$ cat config.mk
export PLATFORM = sky130hd
export DESIGN_NAME = depth_pixel_backprojection_unit
export DESIGN_NICKNAME = d
export VERILOG_FILES = /design/src/rtl/core/dpb_pkg.sv /design/src/rtl/core/dpb_ctrl.sv /design/src/rtl/core/dpb_datapath.sv /design/src/rtl/core/depth_pixel_backprojection_unit.sv
export SDC_FILE = /design/constraint.sdc
export NUM_CORES = 2
export LEC_CHECK = 0
export BUFFER_PORTS_ARGS = -buffer_cell sky130_fd_sc_hd__buf_4
export CAP_MARGIN = 10
export CORE_ASPECT_RATIO = 0.6
export CORE_UTILIZATION = 65
export CTS_BUF_LIST = sky130_fd_sc_hd__clkbuf_16
export DETAILED_ROUTE_END_ITERATION = 8
export PLACE_DENSITY_LB_ADDON = 0.2
export SYNTH_ARGS = -nofsm -noshare
export SYNTH_HDL_FRONTEND = slang
export SYNTH_HIERARCHICAL = 1
export SYNTH_SLANG_ARGS = --single-unit
export TNS_END_PERCENT = 100
$ cat constraint.sdc
create_clock -name clk -period 28.1 [get_ports clk]
set_clock_uncertainty 0.05 [all_clocks]
set_input_delay 2.81 -clock clk [delete_from_list [all_inputs] [get_ports clk]]
set_output_delay 2.81 -clock clk [all_outputs]
set_load 0.03 [all_outputs]
$ cat src/rtl/core/dpb_pkg.sv
`timescale 1ns / 1ps
// ----------------------------------------------------------------------------
// dpb_pkg: shared types and constants for the depth pixel back-projection unit
// Field widths, register indexes, reset values and the control interface
// between the sequencer and the datapath.
// ----------------------------------------------------------------------------
package dpb_pkg;

  // Field widths
  localparam int DEPTH_W    = 16;
  localparam int INV_W      = 24;
  localparam int CENTRE_W   = 18;
  localparam int SIZE_W     = 13;
  localparam int COORD_W    = 28;
  localparam int CFG_DATA_W = 24;
  localparam int CFG_IDX_W  = 3;

  // Q.30 product to Q.8 result
  localparam int FRAC_SHIFT = 22;
  // Centre is Q.6, so positions are scaled by 64
  localparam int CENTRE_FRAC = 6;

  localparam int MAX_DIMENSION_DEF = 4096;

  // Saturation limits of the 28-bit signed coordinate
  localparam logic [COORD_W-1:0] COORD_POS_SAT = {1'b0, {(COORD_W-1){1'b1}}};
  localparam logic [COORD_W-1:0] COORD_NEG_SAT = {1'b1, {(COORD_W-1){1'b0}}};

  // Register indexes
  localparam logic [CFG_IDX_W-1:0] REG_INV_FOCAL_U  = 3'd0;
  localparam logic [CFG_IDX_W-1:0] REG_INV_FOCAL_V  = 3'd1;
  localparam logic [CFG_IDX_W-1:0] REG_CENTRE_U     = 3'd2;
  localparam logic [CFG_IDX_W-1:0] REG_CENTRE_V     = 3'd3;
  localparam logic [CFG_IDX_W-1:0] REG_FRAME_WIDTH  = 3'd4;
  localparam logic [CFG_IDX_W-1:0] REG_FRAME_HEIGHT = 3'd5;

  // Register reset values
  localparam logic [INV_W-1:0]    RST_INV_FOCAL_U  = 24'd28694;
  localparam logic [INV_W-1:0]    RST_INV_FOCAL_V  = 24'd28645;
  localparam logic [CENTRE_W-1:0] RST_CENTRE_U     = 18'd20388;
  localparam logic [CENTRE_W-1:0] RST_CENTRE_V     = 18'd16393;
  localparam logic [SIZE_W-1:0]   RST_FRAME_WIDTH  = 13'd640;
  localparam logic [SIZE_W-1:0]   RST_FRAME_HEIGHT = 13'd480;

  // Camera and frame configuration
  typedef struct packed {
    logic [INV_W-1:0]    inv_focal_u;
    logic [INV_W-1:0]    inv_focal_v;
    logic [CENTRE_W-1:0] centre_u;
    logic [CENTRE_W-1:0] centre_v;
    logic [SIZE_W-1:0]   frame_width;
    logic [SIZE_W-1:0]   frame_height;
  } dpb_cfg_t;

  // Sequencer commands to the datapath
  typedef struct packed {
    logic load;       // capture pixel, advance position
    logic mul_en;     // load product register
    logic mul_step_b; // 0: magnitude * depth, 1: partial * reciprocal
    logic mul_y;      // multiplier works on the row axis
    logic rnd_en;     // round and saturate the product
    logic rnd_y;      // rounder result goes to the row axis
    logic out_load;   // move finished point to the output register
  } dpb_cmd_t;

  // Datapath status to the sequencer
  typedef struct packed {
    logic out_free;   // output register empty or being taken this cycle
  } dpb_status_t;

endpackage

$ cat src/rtl/core/dpb_ctrl.sv
`timescale 1ns / 1ps
// ----------------------------------------------------------------------------
// dpb_ctrl: sequencer for the back-projection datapath
// Walks one pixel through the shared multiplier and rounder, column axis
// first, then row axis, then hands the point to the output register.
// ----------------------------------------------------------------------------
module dpb_ctrl (
  input  logic                 clk,
  input  logic                 rst,
  input  logic                 pixel_valid,
  output logic                 pixel_ready,
  input  dpb_pkg::dpb_status_t status,
  output dpb_pkg::dpb_cmd_t    cmd
);
  import dpb_pkg::*;

  localparam logic [2:0] S_IDLE  = 3'd0;
  localparam logic [2:0] S_XA    = 3'd1;
  localparam logic [2:0] S_XB    = 3'd2;
  localparam logic [2:0] S_XR_YA = 3'd3;
  localparam logic [2:0] S_YB    = 3'd4;
  localparam logic [2:0] S_YR    = 3'd5;
  localparam logic [2:0] S_DONE  = 3'd6;

  logic [2:0] state;
  logic [2:0] state_next;

  assign pixel_ready = (state == S_IDLE);

  // Next state and command decode
  always_comb begin
    state_next = state;
    cmd        = '0;
    unique case (state)
      S_IDLE: begin
        cmd.load = pixel_valid;
        if (pixel_valid) state_next = S_XA;
      end
      S_XA: begin
        cmd.mul_en = 1'b1;
        state_next = S_XB;
      end
      S_XB: begin
        cmd.mul_en     = 1'b1;
        cmd.mul_step_b = 1'b1;
        state_next     = S_XR_YA;
      end
      S_XR_YA: begin
        // round column result while the row axis starts in the multiplier
        cmd.rnd_en = 1'b1;
        cmd.mul_en = 1'b1;
        cmd.mul_y  = 1'b1;
        state_next = S_YB;
      end
      S_YB: begin
        cmd.mul_en     = 1'b1;
        cmd.mul_step_b = 1'b1;
        cmd.mul_y      = 1'b1;
        state_next     = S_YR;
      end
      S_YR: begin
        cmd.rnd_en = 1'b1;
        cmd.rnd_y  = 1'b1;
        state_next = S_DONE;
      end
      S_DONE: begin
        cmd.out_load = status.out_free;
        if (status.out_free) state_next = S_IDLE;
      end
      default: begin
        state_next = S_IDLE;
      end
    endcase
  end

  always_ff @(posedge clk) begin
    if (rst) begin
      state <= S_IDLE;
    end else begin
      state <= state_next;
    end
  end

endmodule

$ cat src/rtl/core/dpb_datapath.sv
`timescale 1ns / 1ps
// ----------------------------------------------------------------------------
// dpb_datapath: position counters, shared multiplier, rounder, output register
// Computes floor(((pos << 6) - centre) * z * inv / 2^22), saturated to 28 bits,
// for the column and row axes using one registered multiplier.
// ----------------------------------------------------------------------------
module dpb_datapath #(
  parameter int MAX_DIMENSION = dpb_pkg::MAX_DIMENSION_DEF
) (
  input  logic                                clk,
  input  logic                                rst,
  input  dpb_pkg::dpb_cfg_t                   cfg,
  input  dpb_pkg::dpb_cmd_t                   cmd,
  output dpb_pkg::dpb_status_t                status,
  input  logic [dpb_pkg::DEPTH_W-1:0]         depth_mm,
  output logic                                result_valid,
  input  logic                                result_ready,
  output logic                                point_valid,
  output logic signed [dpb_pkg::COORD_W-1:0]  x_mm_q8,
  output logic signed [dpb_pkg::COORD_W-1:0]  y_mm_q8,
  output logic [dpb_pkg::DEPTH_W-1:0]         z_mm,
  output logic                                last_of_frame
);
  import dpb_pkg::*;

  localparam int POS_W  = (MAX_DIMENSION > 2) ? $clog2(MAX_DIMENSION) : 1;
  localparam int CMP_W  = (POS_W + 1 > SIZE_W) ? POS_W + 1 : SIZE_W;
  localparam int MAG_W  = (POS_W + CENTRE_FRAC > CENTRE_W) ? POS_W + CENTRE_FRAC : CENTRE_W;
  localparam int P1_W   = MAG_W + DEPTH_W;
  localparam int PROD_W = P1_W + INV_W;
  localparam int Q_W    = PROD_W - FRAC_SHIFT + 1;
  localparam logic [CMP_W-1:0] MAX_SIZE = CMP_W'(MAX_DIMENSION);
  localparam logic [CMP_W-1:0] ONE_SIZE = CMP_W'(1);
  localparam logic [Q_W-1:0]   Q_POS_LIM = Q_W'(COORD_POS_SAT);
  localparam logic [Q_W-1:0]   Q_NEG_LIM = Q_W'(COORD_NEG_SAT);

  // Position state
  logic [POS_W-1:0] column_position;
  logic [POS_W-1:0] row_position;

  // Per-pixel working registers
  logic [DEPTH_W-1:0] z_r;
  logic               last_r;
  logic [MAG_W-1:0]   mag_u;
  logic [MAG_W-1:0]   mag_v;
  logic               neg_u;
  logic               neg_v;
  logic [PROD_W-1:0]  prod;
  logic [COORD_W-1:0] x_res;
  logic [COORD_W-1:0] y_res;

  // Effective frame size: zero counts as one, clamp at the maximum
  logic [CMP_W-1:0] width_ext;
  logic [CMP_W-1:0] height_ext;
  logic [CMP_W-1:0] eff_w;
  logic [CMP_W-1:0] eff_h;
  logic [CMP_W-1:0] col_inc;
  logic [CMP_W-1:0] row_inc;
  logic             last_col;
  logic             last_row;

  assign width_ext  = CMP_W'(cfg.frame_width);
  assign height_ext = CMP_W'(cfg.frame_height);
  assign eff_w = (width_ext == '0) ? ONE_SIZE : ((width_ext > MAX_SIZE) ? MAX_SIZE : width_ext);
  assign eff_h = (height_ext == '0) ? ONE_SIZE :
                 ((height_ext > MAX_SIZE) ? MAX_SIZE : height_ext);
  assign col_inc  = CMP_W'(column_position) + ONE_SIZE;
  assign row_inc  = CMP_W'(row_position) + ONE_SIZE;
  assign last_col = (col_inc >= eff_w);
  assign last_row = (row_inc >= eff_h);

  // Signed offset from the principal point, as sign and magnitude
  logic [MAG_W-1:0] pos_u;
  logic [MAG_W-1:0] pos_v;
  logic [MAG_W-1:0] cen_u;
  logic [MAG_W-1:0] cen_v;
  logic             lt_u;
  logic             lt_v;

  assign pos_u = MAG_W'({column_position, {CENTRE_FRAC{1'b0}}});
  assign pos_v = MAG_W'({row_position, {CENTRE_FRAC{1'b0}}});
  assign cen_u = MAG_W'(cfg.centre_u);
  assign cen_v = MAG_W'(cfg.centre_v);
  assign lt_u  = (pos_u < cen_u);
  assign lt_v  = (pos_v < cen_v);

  // Raster position counters
  always_ff @(posedge clk) begin
    if (rst) begin
      column_position <= '0;
      row_position    <= '0;
    end else if (cmd.load) begin
      if (last_col) begin
        column_position <= '0;
        row_position    <= last_row ? '0 : POS_W'(row_inc);
      end else begin
        column_position <= POS_W'(col_inc);
      end
    end
  end

  // Pixel capture
  always_ff @(posedge clk) begin
    if (cmd.load) begin
      z_r    <= depth_mm;
      last_r <= last_col && last_row;
      neg_u  <= lt_u;
      neg_v  <= lt_v;
      mag_u  <= lt_u ? (cen_u - pos_u) : (pos_u - cen_u);
      mag_v  <= lt_v ? (cen_v - pos_v) : (pos_v - cen_v);
    end
  end

  // Shared multiplier: step A magnitude * depth, step B partial * reciprocal
  logic [P1_W-1:0]   mul_a;
  logic [INV_W-1:0]  mul_b;
  logic [PROD_W-1:0] mul_out;

  assign mul_a = cmd.mul_step_b ? prod[P1_W-1:0] :
                 P1_W'(cmd.mul_y ? mag_v : mag_u);
  assign mul_b = cmd.mul_step_b ? (cmd.mul_y ? cfg.inv_focal_v : cfg.inv_focal_u) :
                 INV_W'(z_r);
  assign mul_out = mul_a * mul_b;

  always_ff @(posedge clk) begin
    if (cmd.mul_en) begin
      prod <= mul_out;
    end
  end

  // Rounder: floor to Q.8 (ceil of magnitude for negatives), then saturate.
  // Zero depth gives a zero product and so a zero coordinate.
  logic               rnd_neg;
  logic [Q_W-1:0]     q_mag;
  logic [COORD_W-1:0] rnd_out;

  assign rnd_neg = cmd.rnd_y ? neg_v : neg_u;
  assign q_mag   = Q_W'(prod[PROD_W-1:FRAC_SHIFT]) +
                   Q_W'(rnd_neg && (prod[FRAC_SHIFT-1:0] != '0));

  always_comb begin
    if (rnd_neg) begin
      rnd_out = (q_mag > Q_NEG_LIM) ? COORD_NEG_SAT : (COORD_W'(0) - q_mag[COORD_W-1:0]);
    end else begin
      rnd_out = (q_mag > Q_POS_LIM) ? COORD_POS_SAT : q_mag[COORD_W-1:0];
    end
  end

  always_ff @(posedge clk) begin
    if (cmd.rnd_en) begin
      if (cmd.rnd_y) begin
        y_res <= rnd_out;
      end else begin
        x_res <= rnd_out;
      end
    end
  end

  // Output register
  assign status.out_free = !result_valid || result_ready;

  always_ff @(posedge clk) begin
    if (rst) begin
      result_valid <= 1'b0;
    end else if (cmd.out_load) begin
      result_valid <= 1'b1;
    end else if (result_ready) begin
      result_valid <= 1'b0;
    end
  end

  always_ff @(posedge clk) begin
    if (cmd.out_load) begin
      point_valid   <= (z_r != '0);
      x_mm_q8       <= x_res;
      y_mm_q8       <= y_res;
      z_mm          <= z_r;
      last_of_frame <= last_r;
    end
  end

endmodule

$ cat src/rtl/core/depth_pixel_backprojection_unit.sv
`timescale 1ns / 1ps
// ----------------------------------------------------------------------------
// A point is valid once its pixel has passed states XA, XB, XR_YA, YB, YR, DONE.
// A new pixel is taken only in idle, as the single shared multiplier takes two
// passes per axis plus rounding and the output handoff; DONE waits for a free
// output register, but a result waiting there does not block the next pixel.
// Reset (synchronous, active high) restores the default camera registers
// and returns the raster position to column 0, row 0.
// ----------------------------------------------------------------------------
// depth_pixel_backprojection_unit: depth image to point cloud back-projection
// Raster-ordered depth pixels in, pinhole back-projected points out.
// ----------------------------------------------------------------------------
module depth_pixel_backprojection_unit #(
  parameter int MAX_DIMENSION = dpb_pkg::MAX_DIMENSION_DEF
) (
  input  logic                                 clk,
  input  logic                                 rst,
  // configuration write port
  input  logic                                 cfg_we,
  input  logic [dpb_pkg::CFG_IDX_W-1:0]        cfg_index,
  input  logic [dpb_pkg::CFG_DATA_W-1:0]       cfg_data,
  // pixel channel
  input  logic                                 pixel_valid,
  output logic                                 pixel_ready,
  input  logic [dpb_pkg::DEPTH_W-1:0]          depth_mm,
  // point channel
  output logic                                 result_valid,
  input  logic                                 result_ready,
  output logic                                 point_valid,
  output logic signed [dpb_pkg::COORD_W-1:0]   x_mm_q8,
  output logic signed [dpb_pkg::COORD_W-1:0]   y_mm_q8,
  output logic [dpb_pkg::DEPTH_W-1:0]          z_mm,
  output logic                                 last_of_frame
);
  import dpb_pkg::*;

  dpb_cfg_t    cfg;
  dpb_cmd_t    cmd;
  dpb_status_t status;

  // Configuration registers
  always_ff @(posedge clk) begin
    if (rst) begin
      cfg.inv_focal_u  <= RST_INV_FOCAL_U;
      cfg.inv_focal_v  <= RST_INV_FOCAL_V;
      cfg.centre_u     <= RST_CENTRE_U;
      cfg.centre_v     <= RST_CENTRE_V;
      cfg.frame_width  <= RST_FRAME_WIDTH;
      cfg.frame_height <= RST_FRAME_HEIGHT;
    end else if (cfg_we) begin
      unique case (cfg_index)
        REG_INV_FOCAL_U:  cfg.inv_focal_u  <= cfg_data[INV_W-1:0];
        REG_INV_FOCAL_V:  cfg.inv_focal_v  <= cfg_data[INV_W-1:0];
        REG_CENTRE_U:     cfg.centre_u     <= cfg_data[CENTRE_W-1:0];
        REG_CENTRE_V:     cfg.centre_v     <= cfg_data[CENTRE_W-1:0];
        REG_FRAME_WIDTH:  cfg.frame_width  <= cfg_data[SIZE_W-1:0];
        REG_FRAME_HEIGHT: cfg.frame_height <= cfg_data[SIZE_W-1:0];
        default: begin
        end
      endcase
    end
  end

  dpb_ctrl u_ctrl (
    .clk         (clk),
    .rst         (rst),
    .pixel_valid (pixel_valid),
    .pixel_ready (pixel_ready),
    .status      (status),
    .cmd         (cmd)
  );

  dpb_datapath #(
    .MAX_DIMENSION (MAX_DIMENSION)
  ) u_datapath (
    .clk           (clk),
    .rst           (rst),
    .cfg           (cfg),
    .cmd           (cmd),
    .status        (status),
    .depth_mm      (depth_mm),
    .result_valid  (result_valid),
    .result_ready  (result_ready),
    .point_valid   (point_valid),
    .x_mm_q8       (x_mm_q8),
    .y_mm_q8       (y_mm_q8),
    .z_mm          (z_mm),
    .last_of_frame (last_of_frame)
  );

endmodule

======== Yosys cells after proc, flatten, opt, wreduce, memory -nomap -nowiden ========
Index checks and enable logic that the tools add are counted.
Widths: inputs -> output; s select.
word-level totals
  flip-flop bits (word level) ............. 381
  latch bits .............................. 0
  bits in writable memories ............... 0
  bits in read-only memories .............. 0
  output and inout bits ................... 76
  word-level logic and storage cells ...... 108
  memories ................................ 0
operators by class
  $add $sub $neg .......................... 8
  multipliers ............................. 1
  divide/modulo/power cells ............... 0
  $lt $le $gt $ge ......................... 8
  eq/ne operators ......................... 13
  shift operators ......................... 0
  mux-type cells .......................... 28
  bitwise operators ....................... 1
  reductions and logical operators ........ 25
operator list
  kind                   count
  $mux 28                3
  $sub 18x18->18         4
  $mul 34x24->58         1
  $mux 18                3
  $mux 13                4
  $mux 24                2
  $add 36x1->37          1
  $gt 37x27->1 const B   1
  $gt 37x28->1 const B   1
  $lt 18x18->1           2
  $mux 34                1
  $sub 1x28->28 const A  1
  $add 12x1->13 const B  2
  $ge 13x13->1           2
  $gt 13x13->1 const B   2
  $logic_not 13->1       2
  $mux 12                2
  $reduce_bool 22->1     1
  $pmux 3 s7             1
  $reduce_and 2->1       10
  $reduce_bool 16->1     1
  $eq 3x3->1 const B     5
  $eq 3x2->1 const B     4
  $mux 1                 10
  other kinds (12)       18

======== Longest topological paths before layout ========
  depth in word-level cells ............... 8
  gate-level depth with buffers ........... 36
  depth with buffers taken out ............ 31

======== Modules after synthesis ========
Netlist, hierarchy kept.
by module, submodules not included
  module                           times used  cells each  area an instance (um2)  seq. area each (um2)
  dpb_datapath                     1           4,290       40,219.8                7,797.5
  depth_pixel_backprojection_unit  1           408         4,374.2                 2,202.1
  dpb_ctrl                         1           27          230.2                   60.1

======== Worst setup path after synthesis ========
Ideal clock, no wire load.
  path type ............................... register to register
  start point ............................. reg u_ctrl.state[0]
  end point ............................... reg u_datapath.prod[56], data pin
  arrival ................................. 8.508 ns
  data required time ...................... 27.790 ns
  slack ................................... 19.281 ns
  cell stages (with the launch flop) ...... 34
  path through ............................ dfxtp_1 buf_4 nor2_1 nand2_1 nand2_1 clkbuf_1 clkbuf_1 clkbuf_1 mux2i_1 o21ai_0 clkbuf_1 nand2_1 fa_1 inv_1 fa_1 inv_1 fa_1 fa_1 fa_1 inv_1 fa_1 inv_1 fa_1 inv_1 ha_1 nand2_1 nor4_1 o21bai_1 a311oi_1 a31oi_1 o21ai_0 o31ai_1 mux2i_1 nand2_1
RTL lines
  item                    RTL line             RTL
  start, declared         dpb_ctrl.sv:25       logic [2:0] state;
  start signal, assigned  dpb_ctrl.sv:80       state <= state_next;
  end signal, assigned    dpb_datapath.sv:127  prod <= mul_out;
  end, declared           dpb_datapath.sv:48   logic [PROD_W-1:0] prod;

==> results.yml <==
die:
  dieHeight_um: 205
  dieArea_um2: 70000
  ios: 124
  start_util_pct: 65.8
  fp.coreArea_um2: 68100
  fp.dieW_um: 341
  placementRows: 74
layout:
  synthToLayoutAreaGrowth_pct: 7.32
  drive_gt1_share_pct: 7.28
  nets: 5780
  layout.cells.non_filler: 5710
  most-common-layout-cells: "inv_1, fa_1, nand2_1"
  final_common_cell: "inv_1"
worst_setup_path:
  cp-end-kind: "register"
  cp_data_arrival_time_ns: 12.51
  worstPathMaxFanout: 42
  start_kind: "register"
  cpPeakStageDelay_ns: 1.17
  slowest_stage: "nor3_1"
  crit_top_cell: "fa_1"
  worstSetupPathType: "reg2reg"
  worstPathRequired_ns: 28.37
timing:
  holdWs_ns: 0.365
  tns_ns: 0
  fmax_mhz: 81.7
  max-slew-margin-rel_pct: 8.21
  setup-violations-final: 0
  worstMarginPinSlew_ns: 1.37
  min_period_over_period_pct: 43.6
  finalHoldViolCount: 0
  min_period_ns: 12.24
  rsz0062_at_grt: "false"
  finalMaxSlewViolations: 0
  worst_slack_ns: 15.86
clock_tree:
  clk_path_buf_depth: 3
  cts_buffers: 39
  cts_resized: 0
  cts-root-buf: "clkbuf_16"
  htreeDepth: 2
  post_cts_buffers: 0
  tritoncts: "yes"
  clk_pin_slew_ns: 0.06
  insertion_delay_ns: 0.59
  cts.sink_count: 381
  ctsHoldBuffers: 0
place:
  dp_slack_ns: 16.71
  port-buffer-count: 123
  placedCellCount: 5637
  gp_congestion: 1.10
  dpl.hpwl_um: 111000
worst_hold_path:
  holdCritPathClass: "reg2reg"
logic_synthesis:
  ys_ff_latch: 381
  netlist_instances: 4725
  synth.cell_area_um2: 44800
  syn_avg_cell_area_um2: 9.49
  seq_area_frac_synth_pct: 22.4
  synthFlopType: "edfxtp_1"
  synth_warnings: 6
  synth.distinct_cells: 92
  async_flop_share_pct: 0
  synth_edf_count: 243
  synth_fp_nets: 5739
global_routing:
  grt_pass1_vias: 33800
  track_usage_pct: 41.2
  antenna_found_initial: 2
  grt_remaining_overflow: 0
  grt_pass1_wl_um: 212000
  grt_max_degree: 108
drt:
  route.antenna.remaining_nets: 0
  viasPerCell: 6.13
  wl_per_cell_um: 24.8
  route.detailed.drc: 0
  drt_first_pass_iters: 6
  vias: 35000
  first_iter_violations: 4537
  wl_um: 142000
flow_run:
  cap_violations: 0
outcome:
  status: "finished, final reports clean"
## per-stage QoR
stage	util, %	instance area [um2]
CTS	70.6	48100
floorplan	-	44800
finish	70.6	48100
detailed placement	68.7	46800
global route	70.6	48100
global placement	68.7	46800
## cell usage after synthesis, drive strengths merged (5+ instances only)
library cell  instances  share of area (%)
a211oi               13               0.24
a21o                 66                1.1
a21oi               154                1.7
a221oi               13               0.28
a311oi                5               0.11
a31oi                14               0.20
and2                164                2.3
and3                 46               0.64
and4                  5              0.098
buf                  39               0.52
clkbuf              183                1.5
dfxtp               138                6.2
edfxtp              243                 16
fa                  704                 31
ha                  262                7.3
inv                 840                7.0
mux2                  8               0.20
mux2i               162                3.6
nand2               516                4.3
nand2b              123                1.7
nand3                60               0.73
nand4                20               0.31
nor2                413                3.5
nor2b                19               0.28
nor3                 68               0.80
nor4                 26               0.36
o211ai               13               0.22
o21a                 35               0.60
o21ai                91                1.0
o21bai               18               0.30
o22ai                 6              0.084
o31ai                 8               0.13
or2                  11               0.15
or3                  16               0.22
or4                   8               0.13
xnor2               101                2.0
xor2                 47               0.92
## cells by family after synthesis
logic type               after synthesis  synth area share [%]
buffers and inverters               1065                  9.12
AO/OA/AOI/OAI                        477                  6.88
XOR/XNOR                             148                  2.91
multiplexers                         170                  3.82
AND/OR/NAND/NOR                     1518                  16.1
adder cells (fa/ha/maj)              966                  38.8
flip-flops                           381                  22.4
## per-layer routing
metal | global-route usage (%) | part of all wire, % | vias up | routed length (um)
li1 | - | - | 15000 | -
met1 | 60.7 | 42 | 17100 | 59000
met2 | 51.6 | 36 | 2555 | 51600
met3 | 21.6 | 19 | 313 | 26300
met4 | 11.6 | 3.2 | 10 | 4560
met5 | 1.60 | 0.18 | - | 253
## sequential cells by signal, indices dropped and copies added, names as in the netlist, 18 cells and up
name,flops
cfg,110
u_datapath/x_mm_q8,28
u_datapath/y_mm_q8,28
u_datapath/x_res,28
u_datapath/y_res,28
u_datapath/mag_u,18
u_datapath/prod,58
u_datapath/mag_v,18
## critical path, delay by kind of cell (launching register included)
family	cells	cell delay [ns]
fa+ha+maj	8	4.15
simple gates	7	2.63
flops	1	0.44
mux	1	0.21
compound gates	6	2.93
buf+inv	7	1.33
xor+xnor	1	0.12
## path summary, 6_finish.rpt
path                                          start                    end  slack [ns]  depth (start not counted)
worst max-delay path                u_ctrl/state[0]    u_datapath/prod[49]       15.86                         30
worst min-delay path            u_datapath/y_res[4]  u_datapath/y_mm_q8[4]        0.37                          0
worst max register to register      u_ctrl/state[0]    u_datapath/prod[49]       15.86                         30
worst min register to register  u_datapath/y_res[4]  u_datapath/y_mm_q8[4]        0.37                          0
## cell type report
cell class | count | area [um2]
repair buffers | 222 | 1670
flip-flops and latches | 381 | 10100
multi-input cells | 3279 | 30800
clock buffers | 40 | 1000
clock inverters | 30 | 310
fillers | 5197 | 20000
well taps | 912 | 1140
inverters | 843 | 3160
diodes | 3 | 7.51
Power is not shown: default switching activity piles up to over one toggle a cycle in this logic, so the estimate is an artifact.
